`src/sv/msup_pkg.sv`:
```
// Types, codes and defaults for the motor safety supervisor.
// No dependencies; imported by every module of the block.
package msup_pkg;

  localparam int COUNT_WIDTH_DEF = 8;
  localparam int STAMP_WIDTH_DEF = 32;

  localparam int CFG_IDX_W  = 3;
  localparam int CFG_DATA_W = 15;
  localparam int LIMIT_W    = 8;
  localparam int TILT_W     = 15;

  // register indexes
  localparam logic [CFG_IDX_W-1:0] CFG_FREE_UNLOCK   = 3'd0;
  localparam logic [CFG_IDX_W-1:0] CFG_RATE_PROT_EN  = 3'd1;
  localparam logic [CFG_IDX_W-1:0] CFG_STALE_LIMIT   = 3'd2;
  localparam logic [CFG_IDX_W-1:0] CFG_SILENT_LIMIT  = 3'd3;
  localparam logic [CFG_IDX_W-1:0] CFG_WARNING_LIMIT = 3'd4;
  localparam logic [CFG_IDX_W-1:0] CFG_TILT_LIMIT    = 3'd5;

  // IMU status codes
  localparam logic [2:0] ST_OK          = 3'd0;
  localparam logic [2:0] ST_ACC_BLUNT   = 3'd1;
  localparam logic [2:0] ST_ACC_OVER    = 3'd2;
  localparam logic [2:0] ST_GYRO_BLUNT  = 3'd3;
  localparam logic [2:0] ST_GYRO_OVER   = 3'd4;
  localparam logic [2:0] ST_UNREADY     = 3'd5;
  localparam logic [2:0] ST_OVER_ACCEL  = 3'd6;

  typedef enum logic [1:0] {
    MODE_LOCKED   = 2'd0,
    MODE_UNLOCKED = 2'd1,
    MODE_TILT_ERR = 2'd2
  } mode_e;

  typedef struct packed {
    logic               free_unlock;
    logic               rate_protect_enable;
    logic [LIMIT_W-1:0] stale_limit;
    logic [LIMIT_W-1:0] silent_limit;
    logic [LIMIT_W-1:0] warning_limit;
    logic [TILT_W-1:0]  tilt_limit;
  } cfg_t;

  typedef struct packed {
    logic               lock_request;
    logic               sample_valid;
    logic signed [15:0] pitch_angle;
    logic signed [15:0] roll_angle;
    logic [31:0]        imu_stamp;
    logic [2:0]         imu_status;
    logic               upside_down;
    logic               usb_hold;
  } in_item_t;

  typedef struct packed {
    logic       motor_drive;
    logic       sensor_abort;
    logic       reuse_last_sample;
    logic [1:0] unlock_mode_out;
    logic       rate_protect_out;
  } out_item_t;

endpackage

```
`src/sv/msup_cfg.sv`:
```
// Configuration register file of the motor safety supervisor.
// Depends on msup_pkg.
module msup_cfg (
  input  logic                             clk_i,
  input  logic                             rst_ni,
  input  logic                             cfg_we_i,
  input  logic [msup_pkg::CFG_IDX_W-1:0]   cfg_idx_i,
  input  logic [msup_pkg::CFG_DATA_W-1:0]  cfg_wdata_i,
  output msup_pkg::cfg_t                   cfg_o
);
  import msup_pkg::*;

  cfg_t cfg_q, cfg_d;

  always_comb begin
    cfg_d = cfg_q;
    if (cfg_we_i) begin
      unique case (cfg_idx_i)
        CFG_FREE_UNLOCK:   cfg_d.free_unlock         = cfg_wdata_i[0];
        CFG_RATE_PROT_EN:  cfg_d.rate_protect_enable = cfg_wdata_i[0];
        CFG_STALE_LIMIT:   cfg_d.stale_limit         = cfg_wdata_i[LIMIT_W-1:0];
        CFG_SILENT_LIMIT:  cfg_d.silent_limit        = cfg_wdata_i[LIMIT_W-1:0];
        CFG_WARNING_LIMIT: cfg_d.warning_limit       = cfg_wdata_i[LIMIT_W-1:0];
        CFG_TILT_LIMIT:    cfg_d.tilt_limit          = cfg_wdata_i[TILT_W-1:0];
        default:           cfg_d = cfg_q;
      endcase
    end
  end

  always_ff @(posedge clk_i or negedge rst_ni) begin
    if (!rst_ni) begin
      cfg_q.free_unlock         <= 1'b0;
      cfg_q.rate_protect_enable <= 1'b1;
      cfg_q.stale_limit         <= 8'd10;
      cfg_q.silent_limit        <= 8'd10;
      cfg_q.warning_limit       <= 8'd5;
      cfg_q.tilt_limit          <= 15'd1000;
    end else begin
      cfg_q <= cfg_d;
    end
  end

  assign cfg_o = cfg_q;

endmodule

```
`src/sv/msup_tick.sv`:
```
// Per-tick decision logic and supervisor state (unlock mode, watchdog, latch).
// Depends on msup_pkg; state advances only when the top level fires a beat.
module msup_tick #(
  parameter int COUNT_WIDTH = msup_pkg::COUNT_WIDTH_DEF,
  parameter int STAMP_WIDTH = msup_pkg::STAMP_WIDTH_DEF
) (
  input  logic                  clk_i,
  input  logic                  rst_ni,
  input  logic                  fire_i,
  input  msup_pkg::cfg_t        cfg_i,
  input  msup_pkg::in_item_t    item_i,
  output msup_pkg::out_item_t   res_o
);
  import msup_pkg::*;

  localparam int CMP_W = (COUNT_WIDTH > LIMIT_W) ? COUNT_WIDTH : LIMIT_W;

  mode_e                  mode_q, mode_d;
  logic [STAMP_WIDTH-1:0] last_q, last_d;
  logic [COUNT_WIDTH-1:0] stale_q, stale_d;
  logic [COUNT_WIDTH-1:0] silent_q, silent_d;
  logic [COUNT_WIDTH-1:0] warn_q, warn_d;
  logic                   latch_q, latch_d;

  logic [STAMP_WIDTH-1:0] stamp;
  logic                   tilt_ok;
  logic                   run;
  logic                   drive;
  logic                   abort_f;
  logic                   reuse_f;

  function automatic logic [COUNT_WIDTH-1:0] sat_inc(input logic [COUNT_WIDTH-1:0] c);
    return (&c) ? c : c + 1'b1;
  endfunction

  function automatic logic reached(input logic [COUNT_WIDTH-1:0] c,
                                   input logic [LIMIT_W-1:0] lim);
    return CMP_W'(c) >= CMP_W'(lim);
  endfunction

  function automatic logic angle_in_band(input logic signed [15:0] a,
                                         input logic [TILT_W-1:0] lim);
    logic signed [16:0] a_x;
    logic signed [16:0] lim_x;
    a_x   = 17'(a);
    lim_x = $signed({2'b00, lim});
    return (a_x <= lim_x) && (a_x >= -lim_x);
  endfunction

  assign stamp   = item_i.imu_stamp[STAMP_WIDTH-1:0];
  assign tilt_ok = angle_in_band(item_i.pitch_angle, cfg_i.tilt_limit) &&
                   angle_in_band(item_i.roll_angle, cfg_i.tilt_limit);

  always_comb begin
    mode_d   = mode_q;
    last_d   = last_q;
    stale_d  = stale_q;
    silent_d = silent_q;
    warn_d   = warn_q;
    latch_d  = latch_q;
    run      = 1'b1;
    drive    = 1'b0;
    abort_f  = 1'b0;
    reuse_f  = 1'b0;
    if (item_i.sample_valid) begin
      if (item_i.lock_request) begin
        mode_d = MODE_LOCKED;
      end else if (cfg_i.free_unlock) begin
        mode_d = MODE_UNLOCKED;
      end else if (mode_q != MODE_UNLOCKED && mode_q != MODE_TILT_ERR) begin
        mode_d = tilt_ok ? MODE_UNLOCKED : MODE_TILT_ERR;
      end

      if (mode_d != MODE_UNLOCKED) begin
        run = 1'b0;
      end else if (stamp == '0) begin
        // no update from the IMU this tick
        silent_d = sat_inc(silent_q);
        abort_f  = reached(silent_d, cfg_i.silent_limit);
        run      = 1'b0;
      end else begin
        if (stamp > last_q) begin
          stale_d = '0;
          last_d  = stamp;
        end else begin
          stale_d = sat_inc(stale_q);
          if (reached(stale_d, cfg_i.stale_limit)) begin
            abort_f = 1'b1;
            run     = 1'b0;
          end
        end

        if (run) begin
          case (item_i.imu_status) inside
            ST_OK: silent_d = '0;
            ST_GYRO_BLUNT, ST_GYRO_OVER: begin
              abort_f = 1'b1;
              run     = 1'b0;
            end
            ST_UNREADY: begin
              silent_d = sat_inc(silent_q);
              if (reached(silent_d, cfg_i.silent_limit)) begin
                abort_f = 1'b1;
                run     = 1'b0;
              end else begin
                reuse_f = 1'b1;
              end
            end
            ST_OVER_ACCEL: begin
              if (CMP_W'(warn_q) < CMP_W'(cfg_i.warning_limit)) begin
                warn_d  = sat_inc(warn_q);
                reuse_f = 1'b1;
              end else begin
                latch_d = 1'b1;
              end
            end
            default: ;
          endcase
        end

        if (run) begin
          drive = !(cfg_i.rate_protect_enable && latch_d) &&
                  !item_i.upside_down && !item_i.usb_hold;
        end
      end
    end
  end

  always_ff @(posedge clk_i or negedge rst_ni) begin
    if (!rst_ni) begin
      mode_q   <= MODE_LOCKED;
      last_q   <= '0;
      stale_q  <= '0;
      silent_q <= '0;
      warn_q   <= '0;
      latch_q  <= 1'b0;
    end else if (fire_i) begin
      mode_q   <= mode_d;
      last_q   <= last_d;
      stale_q  <= stale_d;
      silent_q <= silent_d;
      warn_q   <= warn_d;
      latch_q  <= latch_d;
    end
  end

  always_comb begin
    res_o.motor_drive       = drive;
    res_o.sensor_abort      = abort_f;
    res_o.reuse_last_sample = reuse_f;
    res_o.unlock_mode_out   = mode_d;
    res_o.rate_protect_out  = latch_d;
  end

endmodule

```
`src/sv/motor_safety_supervisor_core.sv`:
```
// Channel   Dir  Handshake            Beat
// in        in   in_valid_i/in_stall_o  in_item_i  (one control tick)
// out       out  out_valid_o/out_stall_i out_item_o (one decision)
// cfg       in   cfg_we_i               cfg_idx_i / cfg_wdata_i
//
// Input register, then result register; one tick per cycle sustained unless out_stall_i holds a result.
// The input register feeds the decision logic, which updates state and
// loads the result register in the same cycle.
// Async active-low reset clears valids, config defaults and state; no clear pass.
// While the result register is stalled a held tick waits in the input register.
// Depends on msup_pkg, msup_cfg and msup_tick.
module motor_safety_supervisor_core #(
  parameter int COUNT_WIDTH = msup_pkg::COUNT_WIDTH_DEF,
  parameter int STAMP_WIDTH = msup_pkg::STAMP_WIDTH_DEF
) (
  input  logic                             clk_i,
  input  logic                             rst_ni,
  input  logic                             in_valid_i,
  output logic                             in_stall_o,
  input  msup_pkg::in_item_t               in_item_i,
  output logic                             out_valid_o,
  input  logic                             out_stall_i,
  output msup_pkg::out_item_t              out_item_o,
  input  logic                             cfg_we_i,
  input  logic [msup_pkg::CFG_IDX_W-1:0]   cfg_idx_i,
  input  logic [msup_pkg::CFG_DATA_W-1:0]  cfg_wdata_i
);
  import msup_pkg::*;

  cfg_t      cfg;
  in_item_t  in_item_q;
  logic      in_valid_q, in_valid_d;
  out_item_t out_item_q;
  out_item_t res;
  logic      out_valid_q, out_valid_d;
  logic      out_free;
  logic      fire;
  logic      accept;

  assign out_free   = !out_valid_q || !out_stall_i;
  assign fire       = in_valid_q && out_free;
  assign in_stall_o = in_valid_q && !out_free;
  assign accept     = in_valid_i && !in_stall_o;

  always_comb begin
    in_valid_d = in_valid_q;
    if (accept) begin
      in_valid_d = 1'b1;
    end else if (fire) begin
      in_valid_d = 1'b0;
    end
    out_valid_d = out_valid_q;
    if (fire) begin
      out_valid_d = 1'b1;
    end else if (!out_stall_i) begin
      out_valid_d = 1'b0;
    end
  end

  always_ff @(posedge clk_i or negedge rst_ni) begin
    if (!rst_ni) begin
      in_valid_q  <= 1'b0;
      out_valid_q <= 1'b0;
    end else begin
      in_valid_q  <= in_valid_d;
      out_valid_q <= out_valid_d;
    end
  end

  always_ff @(posedge clk_i) begin
    if (accept) begin
      in_item_q <= in_item_i;
    end
    if (fire) begin
      out_item_q <= res;
    end
  end

  msup_cfg u_cfg (
    .clk_i       (clk_i),
    .rst_ni      (rst_ni),
    .cfg_we_i    (cfg_we_i),
    .cfg_idx_i   (cfg_idx_i),
    .cfg_wdata_i (cfg_wdata_i),
    .cfg_o       (cfg)
  );

  msup_tick #(
    .COUNT_WIDTH (COUNT_WIDTH),
    .STAMP_WIDTH (STAMP_WIDTH)
  ) u_tick (
    .clk_i  (clk_i),
    .rst_ni (rst_ni),
    .fire_i (fire),
    .cfg_i  (cfg),
    .item_i (in_item_q),
    .res_o  (res)
  );

  assign out_valid_o = out_valid_q;
  assign out_item_o  = out_item_q;

endmodule

```
`config.mk`:
```
export PLATFORM = sky130hd
export DESIGN_NAME = motor_safety_supervisor_core
export DESIGN_NICKNAME = d
export VERILOG_FILES = /design/src/sv/msup_pkg.sv /design/src/sv/msup_cfg.sv /design/src/sv/msup_tick.sv /design/src/sv/motor_safety_supervisor_core.sv
export SDC_FILE = /design/constraint.sdc
export NUM_CORES = 1
export LEC_CHECK = 0
export BUFFER_PORTS_ARGS = -buffer_cell sky130_fd_sc_hd__buf_2
export CORE_MARGIN = 2
export CORE_UTILIZATION = 45
export DETAILED_ROUTE_END_ITERATION = 16
export PLACE_DENSITY = 0.66
export SKIP_CTS_REPAIR_TIMING = 1
export SYNTH_ARGS = -nofsm -noshare
export SYNTH_HDL_FRONTEND = slang
export SYNTH_SLANG_ARGS = --single-unit
```
`constraint.sdc`:
```
create_clock -name clk_i -period 3.97 [get_ports clk_i]
set_clock_uncertainty 0.1 [all_clocks]
set_input_delay 0.794 -clock clk_i [delete_from_list [all_inputs] [get_ports clk_i]]
set_output_delay 0.794 -clock clk_i [all_outputs]
set_load 0.05 [all_outputs]
```
### Yosys cells after proc, flatten, opt, wreduce, memory -nomap -nowiden

Cells that the tools add are included.

| operators by class | value |
|---|---|
| add/subtract/negate cells | 4 |
| magnitude comparators | 8 |
| equality and inequality tests | 14 |
| multiplexer cells | 54 |
| bitwise gates (word level) | 9 |
| reduce and logical (&&, ||, !) cells | 41 |

Operators by type and width:

| operator | count |
|---|---|
| 2-to-1 mux 8 bit | 8 |
| 2-to-1 mux 1 bit | 40 |
| >= comparator 16 x 17 -> 1 bit | 2 |
| greater-than comparator 32 bit | 1 |
| <= comparator 16 bit | 2 |
| zero test 32 bit | 1 |
| adder 8 x 1 -> 8 bit, second input constant | 3 |
| AND reduction 8 bit | 3 |
| negator 15 -> 17 bit | 1 |
| >= comparator 8 bit | 2 |
| equality test 3 bit, second input constant | 5 |
| 2-to-1 mux 2 bit | 6 |
| AND reduction 2 bit | 6 |
| AND reduction 11 bit | 1 |
| logical AND 1 bit | 10 |
| equality test 3 x 2 -> 1 bit, second input constant | 3 |
| NOT 1 bit | 9 |
| < comparator 8 bit | 1 |
| zero test 1 bit | 7 |
| OR reduction 7 bit | 1 |
| zero test 3 bit | 2 |
| inequality test 2 x 1 -> 1 bit, second input constant | 3 |
| AND reduction 6 bit | 1 |
| AND reduction 5 bit | 1 |
| 9 further kinds | 11 |

| storage, ports and cells | value |
|---|---|
| register bits | 179 |
| bits of input ports | 94 |
| logic and storage cells | 157 |

### Longest topological paths before layout

| logic depth | value |
|---|---|
| word-level depth | 20 |
| depth in mapped cells | 18 |

### By module

From an unflattened synthesis, not the netlist that was laid out.

| second synthesis, totals | value |
|---|---|
| cells, all modules | 882 |
| area total of the unflattened synthesis | 10361.2 sq um |

By module, submodules not included:

| module | times used | cells each | area each (sq um) | seq. area each (sq um) |
|---|---|---|---|---|
| msup_tick | 1 | 706 | 6303.5 | 1476.4 |
| motor_safety_supervisor_core | 1 | 85 | 2404.8 | 2362.3 |
| msup_cfg | 1 | 91 | 1652.8 | 1042.2 |

### Least setup slack after synthesis

OpenSTA, ideal clock, no wires.

| timing path | value |
|---|---|
| path kind | flip-flop to flip-flop |
| start | reg u_cfg.cfg_q (netlist bit u_cfg.cfg_o[1]) |
| end | reg u_tick.last_q[10] |
| setup time | 125 ps |
| arrival time | 3658 ps |
| data required time | 3745 ps |
| path slack | 86 ps |
| cell stages (with the launch flop) | 17 |
| buffers on the path | 1 |
| clock period less this slack | 3884 ps |
| cell sequence | dfrtp_1 > inv_1 > ha_1 > nor3b_2 > nand3_1 > nor4_1 > xnor2_1 > ha_1 > and4_1 > a221o_1 > a2111oi_2 > a22oi_4 > o211ai_4 > nor2_4 > nand2_2 > buf_6 > mux2_4 |

| between the ends | value |
|---|---|
| word-level cells in the longest chain between the ends | 12 |

Ends and longest elaborated chain:

| what | line | text |
|---|---|---|
| start: declaration | msup_cfg.sv:13 | `cfg_t cfg_q, cfg_d;` |
| start signal: assignment | msup_cfg.sv:39 | `cfg_q <= cfg_d;` |
| negator 15 -> 17 bit | msup_tick.sv:47 | `return (a_x <= lim_x) && (a_x >= -lim_x);` |
| >= comparator 16 x 17 -> 1 bit | msup_tick.sv:47 |  |
| logical AND 1 bit | msup_tick.sv:47 |  |
| logical AND 1 bit * | msup_tick.sv:51 | `assign tilt_ok = angle_in_band(item_i.pitch_angle, cfg_i.tilt_limit) &&` |
| 2-to-1 mux 2 bit * | msup_tick.sv:71 | `mode_d = tilt_ok ? MODE_UNLOCKED : MODE_TILT_ERR;` |
| 2-to-1 mux 2 bit * | msup_tick.sv:70 | `end else if (mode_q != MODE_UNLOCKED && mode_q != MODE_TILT_ERR) begin` |
| 2-to-1 mux 2 bit * | msup_tick.sv:68 | `end else if (cfg_i.free_unlock) begin` |
| 2-to-1 mux 2 bit * | msup_tick.sv:66 | `if (item_i.lock_request) begin` |
| 2-to-1 mux 2 bit * | msup_tick.sv:65 | `if (item_i.sample_valid) begin` |
| inequality test 2 x 1 -> 1 bit * | msup_tick.sv:74 | `if (mode_d != MODE_UNLOCKED) begin` |
| NOT 1 bit (no line) * | - |  |
| AND reduction 5 bit (no line) * | - |  |
| end signal: assignment | msup_tick.sv:139 | `last_q <= last_d;` |
| end: declaration | msup_tick.sv:19 | `logic [STAMP_WIDTH-1:0] last_q, last_d;` |

Mark *: on every way between the ends. The rest lies on a longest branch, timed or not. The select of a mux whose other input is x is not followed.
A chain may end at the register's enable or synchronous reset.

### Final worst setup path

| timing path | value |
|---|---|
| start | reg u_cfg.cfg_q (netlist bit u_cfg.cfg_o[0]) |
| end | reg u_tick.last_q[0] |

The elaborated chain is that of the path after synthesis.

==> flow_summary.toml <==
[placed_design]
dp.cells = 1285
globalplace.congestion = 0.928
hpwl_um = 16300
io_buffers = 101

[detailed_routing]
dr.pass1.iters = 5
wl_per_cell_um = 16.1
drt_iter0_drc = 334
via_count = 7153
drc_errors = 0
wl_um = 21200
drtAntennaViolNets = 0
via_per_inst = 5.43

[clock_network]
root_buffer = "clkbuf_16"
cts_tree = "built"
htree_num_levels = 4
clkTransAtPathRegs_ps = 70
insertion_delay_ps = 430
clockBufferDepth = 2
cts_made_buffers = 17
clkSinkCount = 179

[critical_path]
cp_data_required_time_ps = 4180
crit_chain = "inv_1 > ha_1 > nor3b_4 > nand3_2 > buf_4 > nor2_1 > ha_2 > and4_1 > a221o_1 > a2111oi_4 > a22oi_4 > o211ai_4 > nor2_4 > nand2_4 > buf_12 > mux2_1"
cp-start-kind = "flop"
r2r_slack_ps = 200
slowest_delay_ps = 400
path_max_fanout = 15
worst_r2r_path_depth = 16
cp-end-kind = "flop"
r2r_end = "u_tick.last_q[0]"
crit_arrival_ps = 3980
cp.buffers_inverters = 3
critical-path-slowest-cell = "a221o_1"
cp_top_family = "compound AO/OA/AOI/OAI gates"
r2r_start = "u_cfg.cfg_o[0]"
cp_num_cells = 16
critPathKind = "reg -> reg"

[synth]
synth_top_family_by_area = "adder cells"
yosys_warnings = 0
synth-edff-count = 77
synth.net_count = 1096
yosysSeqAreaShare_pct = 47.5
muxShareOfSynthArea_pct = 9.16
synth-simple-area-share_pct = 12.2
synth_compound_gate_area_share_pct = 10.5
ys_ff_latch = 179
synthAdderAreaFrac_pct = 14.3
synthArstFlopShare_pct = 57.0
synth_xor_area_share_pct = 2.44
syn_area_mm2 = 0.0103
synthDistinctLibCells = 69
syn_inst = 885
avgSynthCellArea_um2 = 11.6
ys.flop_type = "dfrtp_1"

[die]
start_util_pct = 45.6
die_y_um = 155
rows = 55
fp.dieW_um = 155
dieArea_mm2 = 0.0240
ios = 102
core_mm2 = 0.0225

[timing]
hold-worst-slack_ps = 335
finalSetupViolCount = 0
period_share_pct = 95.0
min_period_ps = 3770
slew_headroom_pct = 33.8
tightest_slew_ps = 984
fmax_ghz = 0.265
slew_viol_final = 0
hold_viol_final = 0

[hold_path]
hold_path.class = "in -> async"

[run_status]
run_status = "completed"

[grt]
grt_max_degree = 72
grt_pass1_vias = 6864
antenna_found_initial = 0
overflow = 0
grt_use_total_pct = 18.4
grt_pass1_wl_um = 34800

[power_and_ir_drop]
leakage_uw = 0.00541
p_total_uw = 5890
powerDensity_mw_per_mm2 = 492
irDropWorstVdd_uv = 295

[final_layout]
final_cells = 1317
nets = 1230
diodes = 0
area_delta_synth_final_pct = 16.5
utilization_pct = 53.2
drive_above_1_share_pct = 24.9

[job]
maxCapViolations = 0
==> power by group <==
group	switching (uW)	total, uW	internal (uW)
Clock	751	1630	880
Combinational	907	1760	850
Sequential	222	2500	2280
Total	1880	5890	4010
==> registers in the layout, summed over array words and instances (netlist names) <==
| signal | count |
|---|---|
| in_item_q | 71 |
| u_cfg.cfg_o | 41 |
| u_tick.last_q | 32 |
| u_tick.silent_q | 8 |
| u_tick.stale_q | 8 |
| u_tick.warn_q | 8 |
| out_item_o | 6 |
| u_tick.mode_q | 2 |
| in_valid_q | 1 |
| out_valid_o | 1 |
| u_tick.latch_q | 1 |
==> cell families after synthesis <==
logic type | Yosys count
AO/OA/AOI/OAI | 159
XOR/XNOR | 27
adder cells (fa/ha/maj) | 117
buffers and inverters | 101
flip-flops | 179
multiplexers | 74
AND/OR/NAND/NOR | 228
==> cells in the final DEF, fill, tap and decap left out, types with 5 or more instances in the layout <==
master and count:
ha_1 116, buf_2 100, inv_1 89, dfrtp_1 89, edfxtp_1 77, nand2_1 50
a21oi_1 41, nor2_1 35, o21ai_0 31, mux2_4 30, mux2_2 28, nand3_1 26
nand4_1 24, buf_4 23, xnor2_1 20, clkbuf_16 17, nor4_1 14, nor3_1 13
nand2b_1 13, dfstp_2 13, mux2_1 12, nor2b_1 11, o31ai_1 9, a21o_1 8
a211oi_1 8, a31oi_1 7, inv_6 7, o21a_1 6, o21ai_1 6, xor2_1 5
and4_1 5, clkinvlp_4 5
==> routing by layer <==
| metal | track usage, % | routed length [um] | up-vias |
|---|---|---|---|
| li1 | - | - | 3556 |
| met1 | 25.4 | 10200 | 3418 |
| met2 | 29.1 | 9690 | 156 |
| met3 | 4.18 | 1000 | 23 |
| met4 | 5.38 | 337 | 0 |
| met5 | 0 | 0 | - |
==> stage by stage <==
stage / setup WS (ps) / area (um2) / TNS (ps)
2_1_floorplan: 86.4 / 10300 / 0
3_3_place_gp: 149 / 11300 / 0
3_5_place_dp: 62.9 / 11300 / 0
4_1_cts: 23.3 / 11900 / 0
5_1_grt: -1.50 / 12000 / -1.50
6_report: 199 / 12000 / 0
==> worst max path at each step <==
stage	start	to	slack, ps
finish	u_cfg.cfg_o[0]	u_tick.last_q[0]	200
global route	u_cfg.cfg_o[0]	u_tick.warn_q[1]	-2
CTS	u_cfg.cfg_o[0]	u_tick.last_q[0]	20
detailed placement	u_cfg.cfg_o[0]	u_tick.last_q[0]	60
global placement	u_tick.stale_q[1]	u_tick.silent_q[2]	150
floorplan	u_cfg.cfg_o[1]	u_tick.last_q[10]	90
==> layout make-up <==
cell class	instances	area [um2]
Tap cell	285	357
Fill cell	1979	10500
Clock buffer	17	425
Sequential cell	179	4880
Clock inverter	15	144
Inverter	89	334
Timing Repair Buffer	127	744
Multi-Input combinational cell	605	5080
==> cell usage after synthesis (all sizes together), types with 7 or more instances <==
| master | count | share of area (%) |
|---|---|---|
| inv | 89 | 3.3 |
| nand2 | 51 | 1.9 |
| nor4 | 19 | 1.4 |
| dfrtp | 89 | 22 |
| xnor2 | 21 | 1.8 |
| o21ai | 37 | 1.8 |
| clkbuf | 7 | 0.26 |
| edfxtp | 77 | 23 |
| nor2 | 38 | 1.5 |
| a21o | 8 | 0.58 |
| o21a | 7 | 0.51 |
| nand3 | 28 | 1.5 |
| ha | 117 | 14 |
| dfstp | 13 | 3.3 |
| a21oi | 41 | 2.0 |
| nor3 | 16 | 0.83 |
| o31ai | 9 | 0.66 |
| nand4 | 24 | 1.5 |
| mux2 | 70 | 8.8 |
| a211oi | 9 | 0.66 |
| nor2b | 11 | 0.67 |
| a31oi | 7 | 0.43 |
| nand2b | 13 | 0.79 |
No activity file was read; power rests on OpenSTA's default activity.
